### src/rtl/tqd_pkg.sv
// Package of the timed task dispatcher: opcodes, status codes and item types.
// No dependencies.
package tqd_pkg;
    localparam logic [1:0] OP_PUSH_MICRO = 2'd0;
    localparam logic [1:0] OP_PUSH_MACRO = 2'd1;
    localparam logic [1:0] OP_PUSH_EVENT = 2'd2;
    localparam logic [1:0] OP_RUN = 2'd3;

    localparam logic [1:0] ST_OK = 2'd0;
    localparam logic [1:0] ST_FULL = 2'd1;
    localparam logic [1:0] ST_EMPTY = 2'd2;
    localparam logic [1:0] ST_NULL = 2'd3;

    localparam logic [1:0] DK_NONE = 2'd0;
    localparam logic [1:0] DK_TASK = 2'd1;
    localparam logic [1:0] DK_EVENT = 2'd2;

    localparam logic [1:0] TS_ACTIVE = 2'd0;
    localparam logic [1:0] TS_CLEARED = 2'd1;

    localparam logic [1:0] PH_MICRO = 2'd0;
    localparam logic [1:0] PH_EVENT = 2'd1;
    localparam logic [1:0] PH_MACRO = 2'd2;

    typedef struct packed {
        logic [1:0]  opcode;
        logic [31:0] now;
        logic [15:0] task_handle;
        logic [1:0]  task_state;
        logic [31:0] task_due;
        logic [31:0] task_period;
        logic [7:0]  event_kind;
        logic [15:0] event_param;
    } t_in_item;

    typedef struct packed {
        logic [1:0]  status;
        logic [1:0]  dispatch_kind;
        logic [15:0] out_handle;
        logic [7:0]  out_event_kind;
        logic [15:0] out_event_param;
        logic        requeued;
        logic        micro_room;
        logic        macro_room;
        logic        event_room;
    } t_out_item;

    // Task record as held in a task queue memory.
    typedef struct packed {
        logic [1:0]  state;
        logic [15:0] handle;
        logic [31:0] due;
        logic [31:0] period;
    } t_task;
endpackage

### src/rtl/tqd_if.sv
// Valid/ready channel interfaces, each carrying one dispatcher item.
// Depends on tqd_pkg through the payload types.
interface tqd_in_if;
    logic              valid;
    logic              ready;
    tqd_pkg::t_in_item data;
    modport source (output valid, output data, input ready);
    modport sink (input valid, input data, output ready);
endinterface

interface tqd_out_if;
    logic               valid;
    logic               ready;
    tqd_pkg::t_out_item data;
    modport source (output valid, output data, input ready);
    modport sink (input valid, input data, output ready);
endinterface

### src/rtl/tqd_task_mem.sv
// Task ring storage: one write port, one registered read port.
// Depends on tqd_pkg.
module tqd_task_mem #(
    parameter int DEPTH = 16
) (
    input  logic                     i_clk,
    input  logic                     i_we,
    input  logic [$clog2(DEPTH)-1:0] i_waddr,
    input  tqd_pkg::t_task           i_wdata,
    input  logic [$clog2(DEPTH)-1:0] i_raddr,
    output tqd_pkg::t_task           o_rdata
);
    tqd_pkg::t_task r_mem [DEPTH];

    // Write and registered read.
    always_ff @(posedge i_clk) begin
        if (i_we) begin
            r_mem[i_waddr] <= i_wdata;
        end
        o_rdata <= r_mem[i_raddr];
    end
endmodule

### src/rtl/three_queue_timed_task_dispatcher.sv
// Top level of the three-queue timed task dispatcher.
// Depends on tqd_pkg, tqd_if and tqd_task_mem.
//
// Usage: one input channel (i_cmd) takes items with an opcode: push a micro
// task, push a macro task, push an event, or run one step. Every item
// yields exactly one result item on o_rsp with a status, the dispatched task
// or event, a requeue flag and the room flag of each queue.
// A push is done in the read state. A run step issues the read of the head
// slot, waits for the registered memory read, then forms the result and any
// write-back to the macro queue; on an empty phase it ends with status empty.
// One item is in work at a time.
// The next item can be accepted in the cycle after the result is taken.
// The result sits in an output register; while the receiver stalls, the
// result holds and no new item is accepted until it is taken.
// Reset (synchronous, active low) empties all queues and returns to the
// micro phase; queue memory contents are not cleared.
module three_queue_timed_task_dispatcher #(
    parameter int TASK_DEPTH = 16,
    parameter int EVENT_DEPTH = 16
) (
    input logic i_clk,
    input logic i_rst_n,
    tqd_in_if.sink i_cmd,
    tqd_out_if.source o_rsp
);
    localparam int TW = $clog2(TASK_DEPTH);
    localparam int EW = $clog2(EVENT_DEPTH);
    localparam int TCW = $clog2(TASK_DEPTH + 1);
    localparam int ECW = $clog2(EVENT_DEPTH + 1);
    localparam int CW = (TCW > ECW) ? TCW : ECW;

    typedef enum logic [3:0] {
        S_IDLE = 4'b0001,
        S_READ = 4'b0010,
        S_EXEC = 4'b0100,
        S_OUT  = 4'b1000
    } t_state;

    t_state r_state, n_state;
    tqd_pkg::t_in_item r_in;
    tqd_pkg::t_out_item r_out, n_out;
    logic [TW-1:0] r_mi_rd, r_mi_wr, r_ma_rd, r_ma_wr, n_mi_rd, n_mi_wr, n_ma_rd, n_ma_wr;
    logic [EW-1:0] r_ev_rd, r_ev_wr, n_ev_rd, n_ev_wr;
    logic [TCW-1:0] r_mi_cnt, r_ma_cnt, n_mi_cnt, n_ma_cnt;
    logic [ECW-1:0] r_ev_cnt, n_ev_cnt;
    logic [1:0] r_phase, n_phase;
    logic [CW-1:0] r_left, n_left;

    // Memory ports.
    logic mi_we, ma_we, ev_we;
    logic [TW-1:0] ma_waddr;
    tqd_pkg::t_task mi_rdata, ma_rdata, ma_wdata, push_task;
    logic [23:0] r_ev_mem [EVENT_DEPTH];
    logic [23:0] r_ev_rdata;

    assign push_task = '{state: r_in.task_state, handle: r_in.task_handle,
                         due: r_in.task_due, period: r_in.task_period};

    tqd_task_mem #(.DEPTH(TASK_DEPTH)) u_micro (
        .i_clk(i_clk), .i_we(mi_we), .i_waddr(r_mi_wr), .i_wdata(push_task),
        .i_raddr(r_mi_rd), .o_rdata(mi_rdata));
    tqd_task_mem #(.DEPTH(TASK_DEPTH)) u_macro (
        .i_clk(i_clk), .i_we(ma_we), .i_waddr(ma_waddr), .i_wdata(ma_wdata),
        .i_raddr(r_ma_rd), .o_rdata(ma_rdata));

    // Event memory with registered read.
    always_ff @(posedge i_clk) begin
        if (ev_we) begin
            r_ev_mem[r_ev_wr] <= {r_in.event_kind, r_in.event_param};
        end
        r_ev_rdata <= r_ev_mem[r_ev_rd];
    end

    assign i_cmd.ready = (r_state == S_IDLE);
    assign o_rsp.valid = (r_state == S_OUT);
    assign o_rsp.data = r_out;

    logic [1:0] cur_q;
    logic [CW-1:0] cur_cnt, left_eff;
    tqd_pkg::t_task head;
    logic ma_room;

    always_comb begin
        cur_q = (r_phase == 2'd3) ? tqd_pkg::PH_MICRO : r_phase;
        unique case (cur_q)
            tqd_pkg::PH_MICRO: cur_cnt = CW'(r_mi_cnt);
            tqd_pkg::PH_EVENT: cur_cnt = CW'(r_ev_cnt);
            default:           cur_cnt = CW'(r_ma_cnt);
        endcase
        left_eff = (r_left == '0) ? cur_cnt : r_left;
        head = (cur_q == tqd_pkg::PH_MICRO) ? mi_rdata : ma_rdata;
    end

    // Next-state and data path.
    always_comb begin
        n_state = r_state;
        n_out = r_out;
        n_mi_rd = r_mi_rd; n_mi_wr = r_mi_wr; n_mi_cnt = r_mi_cnt;
        n_ma_rd = r_ma_rd; n_ma_wr = r_ma_wr; n_ma_cnt = r_ma_cnt;
        n_ev_rd = r_ev_rd; n_ev_wr = r_ev_wr; n_ev_cnt = r_ev_cnt;
        n_phase = r_phase;
        n_left = r_left;
        mi_we = 1'b0; ma_we = 1'b0; ev_we = 1'b0;
        ma_waddr = r_ma_wr;
        ma_wdata = push_task;
        ma_room = (r_ma_cnt != TCW'(TASK_DEPTH));
        unique case (r_state)
            S_IDLE: begin
                if (i_cmd.valid) begin
                    n_state = S_READ;
                end
            end
            S_READ: begin
                n_out = '0;
                n_state = S_OUT;
                unique case (r_in.opcode)
                    tqd_pkg::OP_PUSH_MICRO: begin
                        if (r_mi_cnt != TCW'(TASK_DEPTH)) begin
                            mi_we = 1'b1;
                            n_mi_wr = (r_mi_wr == TW'(TASK_DEPTH - 1)) ? '0 : r_mi_wr + 1'b1;
                            n_mi_cnt = r_mi_cnt + 1'b1;
                        end else begin
                            n_out.status = tqd_pkg::ST_FULL;
                        end
                    end
                    tqd_pkg::OP_PUSH_MACRO: begin
                        if (ma_room) begin
                            ma_we = 1'b1;
                            n_ma_wr = (r_ma_wr == TW'(TASK_DEPTH - 1)) ? '0 : r_ma_wr + 1'b1;
                            n_ma_cnt = r_ma_cnt + 1'b1;
                        end else begin
                            n_out.status = tqd_pkg::ST_FULL;
                        end
                    end
                    tqd_pkg::OP_PUSH_EVENT: begin
                        if (r_ev_cnt != ECW'(EVENT_DEPTH)) begin
                            ev_we = 1'b1;
                            n_ev_wr = (r_ev_wr == EW'(EVENT_DEPTH - 1)) ? '0 : r_ev_wr + 1'b1;
                            n_ev_cnt = r_ev_cnt + 1'b1;
                        end else begin
                            n_out.status = tqd_pkg::ST_FULL;
                        end
                    end
                    default: begin
                        // Run step: empty phase ends at once; otherwise wait for read.
                        n_phase = cur_q;
                        if (left_eff == '0 || cur_cnt == '0) begin
                            n_out.status = tqd_pkg::ST_EMPTY;
                            n_left = '0;
                            n_phase = (cur_q == tqd_pkg::PH_MACRO) ? tqd_pkg::PH_MICRO
                                                                   : cur_q + 2'd1;
                        end else begin
                            n_left = left_eff;
                            n_state = S_EXEC;
                        end
                    end
                endcase
            end
            S_EXEC: begin
                // Pop the head; r_phase is already normalized here.
                n_left = r_left - 1'b1;
                if (r_left == CW'(1)) begin
                    n_phase = (r_phase == tqd_pkg::PH_MACRO) ? tqd_pkg::PH_MICRO
                                                             : r_phase + 2'd1;
                end
                n_state = S_OUT;
                if (r_phase == tqd_pkg::PH_EVENT) begin
                    n_ev_rd = (r_ev_rd == EW'(EVENT_DEPTH - 1)) ? '0 : r_ev_rd + 1'b1;
                    n_ev_cnt = r_ev_cnt - 1'b1;
                    n_out.dispatch_kind = tqd_pkg::DK_EVENT;
                    n_out.out_event_kind = r_ev_rdata[23:16];
                    n_out.out_event_param = r_ev_rdata[15:0];
                end else begin
                    if (r_phase == tqd_pkg::PH_MICRO) begin
                        n_mi_rd = (r_mi_rd == TW'(TASK_DEPTH - 1)) ? '0 : r_mi_rd + 1'b1;
                        n_mi_cnt = r_mi_cnt - 1'b1;
                        ma_room = (r_ma_cnt != TCW'(TASK_DEPTH));
                    end else begin
                        n_ma_rd = (r_ma_rd == TW'(TASK_DEPTH - 1)) ? '0 : r_ma_rd + 1'b1;
                        ma_room = 1'b1;
                    end
                    ma_wdata = head;
                    if (head.state[1]) begin
                        n_out.status = tqd_pkg::ST_NULL;
                    end else if (head.state == tqd_pkg::TS_CLEARED) begin
                        n_out.status = tqd_pkg::ST_OK;
                    end else if (r_in.now < head.due) begin
                        if (ma_room) begin
                            ma_we = 1'b1;
                        end else begin
                            n_out.status = tqd_pkg::ST_FULL;
                        end
                    end else begin
                        n_out.dispatch_kind = tqd_pkg::DK_TASK;
                        n_out.out_handle = head.handle;
                        ma_wdata.due = r_in.now + head.period;
                        if (head.period != '0) begin
                            if (ma_room) begin
                                ma_we = 1'b1;
                            end else begin
                                n_out.status = tqd_pkg::ST_FULL;
                            end
                        end
                    end
                    n_out.requeued = ma_we;
                    // Macro count: minus the pop, plus the write-back.
                    n_ma_cnt = r_ma_cnt
                        - TCW'(r_phase == tqd_pkg::PH_MACRO) + TCW'(ma_we);
                    if (ma_we) begin
                        n_ma_wr = (r_ma_wr == TW'(TASK_DEPTH - 1)) ? '0 : r_ma_wr + 1'b1;
                    end
                end
            end
            default: begin
                if (o_rsp.ready) begin
                    n_state = S_IDLE;
                end
            end
        endcase
        // Room flags follow the queue counts after this item.
        if (r_state == S_READ || r_state == S_EXEC) begin
            n_out.micro_room = (n_mi_cnt != TCW'(TASK_DEPTH));
            n_out.macro_room = (n_ma_cnt != TCW'(TASK_DEPTH));
            n_out.event_room = (n_ev_cnt != ECW'(EVENT_DEPTH));
        end
    end

    // Control registers.
    always_ff @(posedge i_clk) begin
        if (!i_rst_n) begin
            r_state <= S_IDLE;
            r_mi_rd <= '0; r_mi_wr <= '0; r_mi_cnt <= '0;
            r_ma_rd <= '0; r_ma_wr <= '0; r_ma_cnt <= '0;
            r_ev_rd <= '0; r_ev_wr <= '0; r_ev_cnt <= '0;
            r_phase <= tqd_pkg::PH_MICRO;
            r_left <= '0;
        end else begin
            r_state <= n_state;
            r_mi_rd <= n_mi_rd; r_mi_wr <= n_mi_wr; r_mi_cnt <= n_mi_cnt;
            r_ma_rd <= n_ma_rd; r_ma_wr <= n_ma_wr; r_ma_cnt <= n_ma_cnt;
            r_ev_rd <= n_ev_rd; r_ev_wr <= n_ev_wr; r_ev_cnt <= n_ev_cnt;
            r_phase <= n_phase;
            r_left <= n_left;
        end
    end

    // Payload registers.
    always_ff @(posedge i_clk) begin
        if (r_state == S_IDLE && i_cmd.valid) begin
            r_in <= i_cmd.data;
        end
        r_out <= n_out;
    end
endmodule

### src/flat_wrapper.sv
// flat-port wrapper written by rule: the top's interface ports become plain ports
module three_queue_timed_task_dispatcher_flat 
#(
    parameter int TASK_DEPTH = 16,
    parameter int EVENT_DEPTH = 16
)
  (i_clk, i_rst_n, i_cmd_valid, i_cmd_data, i_cmd_ready, o_rsp_valid, o_rsp_data, o_rsp_ready);
  tqd_in_if i_cmd_i ();
  tqd_out_if o_rsp_i ();
  input logic i_clk;
  input logic i_rst_n;
  input wire logic [$bits(i_cmd_i.valid)-1:0] i_cmd_valid;
  input wire logic [$bits(i_cmd_i.data)-1:0] i_cmd_data;
  output wire logic [$bits(i_cmd_i.ready)-1:0] i_cmd_ready;
  output wire logic [$bits(o_rsp_i.valid)-1:0] o_rsp_valid;
  output wire logic [$bits(o_rsp_i.data)-1:0] o_rsp_data;
  input wire logic [$bits(o_rsp_i.ready)-1:0] o_rsp_ready;
  assign i_cmd_i.valid = i_cmd_valid;
  assign i_cmd_i.data = i_cmd_data;
  assign i_cmd_ready = i_cmd_i.ready;
  assign o_rsp_valid = o_rsp_i.valid;
  assign o_rsp_data = o_rsp_i.data;
  assign o_rsp_i.ready = o_rsp_ready;
  three_queue_timed_task_dispatcher #(.TASK_DEPTH(TASK_DEPTH), .EVENT_DEPTH(EVENT_DEPTH)) u_core (.i_clk(i_clk), .i_rst_n(i_rst_n), .i_cmd(i_cmd_i), .o_rsp(o_rsp_i));
endmodule
### config.mk
export PLATFORM = sky130hd
export DESIGN_NAME = three_queue_timed_task_dispatcher_flat
export DESIGN_NICKNAME = d
export VERILOG_FILES = /design/src/rtl/tqd_pkg.sv /design/src/rtl/tqd_if.sv /design/src/rtl/tqd_task_mem.sv /design/src/rtl/three_queue_timed_task_dispatcher.sv /design/src/flat_wrapper.sv
export SDC_FILE = /design/constraint.sdc
export NUM_CORES = 2
export LEC_CHECK = 0
export BUFFER_PORTS_ARGS = -buffer_cell sky130_fd_sc_hd__clkbuf_2
export CAP_MARGIN = 10
export CORE_ASPECT_RATIO = 1.2
export CORE_MARGIN = 1.5
export CORE_UTILIZATION = 55
export CTS_CLUSTER_DIAMETER = 30
export CTS_CLUSTER_SIZE = 24
export DETAILED_ROUTE_END_ITERATION = 12
export PLACE_DENSITY = 0.71
export SLEW_MARGIN = 20
export SYNTH_ARGS = -nofsm -noshare
export SYNTH_HDL_FRONTEND = slang
export SYNTH_HIERARCHICAL = 1
export SYNTH_SLANG_ARGS = --single-unit
### constraint.sdc
create_clock -name i_clk -period 14.8 [get_ports i_clk]
set_input_delay 1.48 -clock i_clk [delete_from_list [all_inputs] [get_ports i_clk]]
set_output_delay 1.48 -clock i_clk [all_outputs]
set_load 0.02 [all_outputs]
==> flow_summary.toml <==
[outcome]
status = "complete, no violations"

[logic_synthesis]
synth_top_area_cell = "edfxtp_1"
yosys-top-cells-count = "edfxtp_1, mux4_2, a22oi_1, nand2_1, dfxtp_1"
yosys-top-cells-area = "edfxtp_1, mux4_2, dfxtp_1"
synth-main-ff-cell = "edfxtp_1"
ys_ff_latch = 3434
synth_cell_types = 82
postSynthAreaPerCell_um2 = 21.39
yosysMostFrequentCell = "edfxtp_1"
synth_fp_nets = 6320
yosys_warnings = 6
synth_edf_count = 3196
synth_top_area_share = 0.7377
synthCells = 6082
ys_seq_area_frac = 0.7743
async_flop_share = 0
synth_area_um2 = 130100

[sta]
rsz0062_at_grt = "false"
max_freq_ghz = 0.1386
maxSlewViolCount = 0
setup_viol = 0
finalClockSkew_ns = 0.04653
fin_setup_tns_ns = 0
period_minus_slack_ns = 7.215
relSlewSlack = 0.2542
period_share = 0.4875
worst_pin_slew_ns = 1.119
hold_viol_final = 0

[power_and_ir_drop]
peakVddDrop_mv = 0.1470
power.switching_mw = 5.025
leakagePower_nw = 48.52
sw_frac_of_total = 0.2153
powerDensity_nw_per_um2 = 153.4
power_frac_comb = 0.023
power_mw = 23.35
pwr-share-clk = 0.504
seqPwrFrac = 0.474
cell_internal_pwr_mw = 18.32

[floorplan]
die_w_um = 447.0
dieArea_um2 = 239500
std_cell_rows = 195
start_util = 0.5531
core_region_area_um2 = 235200
ioPinCount = 194
die_h_um = 535.8

[finish]
drive_gt1_frac = 0.3041
nNetsFinal = 6868
design_area_um2 = 152200
area_growth_pct = 16.99
n_fill_cell = 15070
fin_cells = 10210
final_util = 0.6471

[hold_path]
hold-path-endpoint = "u_core/o_rsp.data[9]"
hold_start = "u_core/r_ev_rdata[5]"
hold_path_class = "reg2reg"
whs_path_depth = 1

[clocking]
post-cts-setup-buffer-count = 0
clockBufferDepth = 4
cts_sinks = 3434
postCtsResizedCells = 0
clk_latency_ns = 0.92
postCtsHoldBufs = 0
numCtsBuffers = 473
cts_max_level = 5
cts-root-buf = "clkbuf_16"
cts_tree = "yes"
clk_pin_slew_worst_paths_ns = 0.05

[global_routing]
grt_max_degree = 117
grt_antenna_before_repair = 34
grt_pass1_vias = 66240
busiest_layer = "met2"
track_usage = 0.2651
grt_pass1_wl_um = 457400
grt_overflow = 0
use_met3 = 0.04674
grt_use_met2 = 0.4359
grt_util_met1 = 0.3609

[worst_setup_path]
reg2reg_slack_ns = 7.59
path_common_cell = "buf_4"
crit_fanout = 54
crit_arrival_ns = 7.73
critPathLaunchType = "flop"
path_cells = "inv_1 > ha_4 > buf_4 > buf_4 > mux2i_1 > ha_1 > nand4_1 > nor2_1 > o211ai_1 > nand3b_1 > a21oi_4 > a21bo_1 > or3b_2 > nor3_2 > buf_4 > buf_4"
rr_worst_depth = 16
required_ns = 15.31
critPathMaxStageDelay_ns = 0.80
reg2reg_from = "u_core/r_phase[0]"
reg2reg_to = "u_core/u_macro/r_mem[0][7]"
cpMaxStageDelayCell = "buf_4"
cp-end-kind = "flop"
worstSetupPathType = "reg2reg"

[routing]
antenna_left = 0
drt-total-wl_um = 316800
dr.pass1.iters = 10
vias = 64740
wl_per_cell_um = 31.02
drc_errors = 0
vias_per_cell = 6.340
drtIter0Drc = 7165

[placed_design]
detailed_place_hpwl_um = 181400
port_buffers = 193
place_area_um2 = 135300
gp_congestion = 0.9087
place_inst = 9306

[flow_run]
cap_violations = 0
-- cell type report --
cell class                 instances  area [µm²]  share of cell area
antenna                           13       32.53           0.0002137
clock buffer                     522       12370             0.08129
clock inverter                   370        4503             0.02959
inverter                          32       120.1           0.0007892
multi-input combinational       2319       28110              0.1847
sequential                      3434      100800              0.6620
tap                             3152        3944             0.02591
timing repair buffer             370        2357             0.01549
-- layer usage --
| layer | share of wire | vias to the layer above | wire length (µm) |
|---|---|---|---|
| li1 | - | 26670 | - |
| met1 | 0.38 | 34090 | 120700 |
| met2 | 0.50 | 3412 | 158900 |
| met3 | 0.084 | 557 | 26490 |
| met4 | 0.033 | 12 | 10550 |
| met5 | 0.00022 | - | 70 |
-- critical path: cells and delay by family, from the launching register on --
kind | cells | cell delay (ns)
AOI/OAI and AO/OA | 3 | 1.02
adders and majority gates | 2 | 0.76
buffers and inverters | 5 | 2.51
DFF | 1 | 0.38
muxes | 1 | 0.30
and+or+nand+nor | 5 | 1.62
-- power groups by stage --
stage               combinational [mW]  sequential (mW)  clock (mW)
floorplan                        0.269             11.2           0
global placement                 0.509             11.2           0
detailed placement               0.522             11.3           0
CTS                              0.524             11.1        11.9
global route                     0.567             11.1        12.3
finish                           0.529             11.1        11.8
-- how the worst max path moves through the flow --
stage / cells after the start / start / slack [ns] / to
2_1_floorplan: 16 / u_core/r_phase[0] / 4.84 / u_core/u_macro/r_mem[0][0]
3_3_place_gp: 16 / u_core/r_phase[0] / 7.75 / u_core/u_macro/r_mem[0][2]
3_5_place_dp: 16 / u_core/r_phase[0] / 7.66 / u_core/u_macro/r_mem[0][73]
4_1_cts: 16 / u_core/r_phase[0] / 7.61 / u_core/u_macro/r_mem[0][7]
5_1_grt: 16 / u_core/r_phase[0] / 7.37 / u_core/u_macro/r_mem[0][7]
6_report: 16 / u_core/r_phase[0] / 7.59 / u_core/u_macro/r_mem[0][7]
-- cell families (layout without fill, tap and decap cells) --
group                    Yosys count  in the layout  share of synthesized area
adder cells (fa/ha/maj)           94             94                   0.009156
buffers and inverters            329           1294                    0.01249
flip-flops                      3434           3434                     0.7743
XOR/XNOR                          33             33                   0.002222
multiplexers                     898            898                     0.1443
other                              0             13                          0
AND/OR/NAND/NOR                  638            638                    0.02279
AO/OA/AOI/OAI                    656            656                    0.03476
-- through the flow --
step | worst slack, ns | hold WS, ns
2_1_floorplan | 4.835 | 0.4811
3_3_place_gp | 7.749 | 0.4913
3_5_place_dp | 7.660 | 0.4883
4_1_cts | 7.610 | 0.4969
5_1_grt | 7.367 | 0.5257
6_report | 7.585 | 0.4953
-- cells in the final DEF, fill, tap and decap left out, types with 63 or more instances in the layout --
master        n
mux2i_1      63
nand2_1     286
edfxtp_1   3196
ha_1         91
bufinv_16    66
inv_6        77
o21ai_0      99
a22oi_1     333
dfxtp_1     231
a21oi_1      95
mux4_2      776
nor2_1       94
buf_4       172
clkbuf_16   483
clkbuf_2    193
-- flip-flops by register name, indices dropped and copies added (netlist names), 4 cells and up --
signal / flops
u_core/u_micro/o_rdata: 82
u_core/o_rsp.data: 48
u_core/u_macro/r_mem: 1312
u_core/r_ev_mem: 384
u_core/ma_waddr: 4
u_core/r_ma_rd: 4
u_core/r_ma_cnt: 5
u_core/r_ev_cnt: 5
u_core/r_mi_wr: 4
u_core/r_mi_cnt: 5
u_core/r_ev_rd: 4
u_core/r_mi_rd: 4
u_core/r_state: 4
u_core/u_micro/r_mem: 1312
u_core/r_ev_wr: 4
u_core/r_left: 5
u_core/u_macro/o_rdata: 82
u_core/r_in: 58
u_core/push_task: 82
u_core/r_ev_rdata: 24
Power figures use the tool's default switching activity.
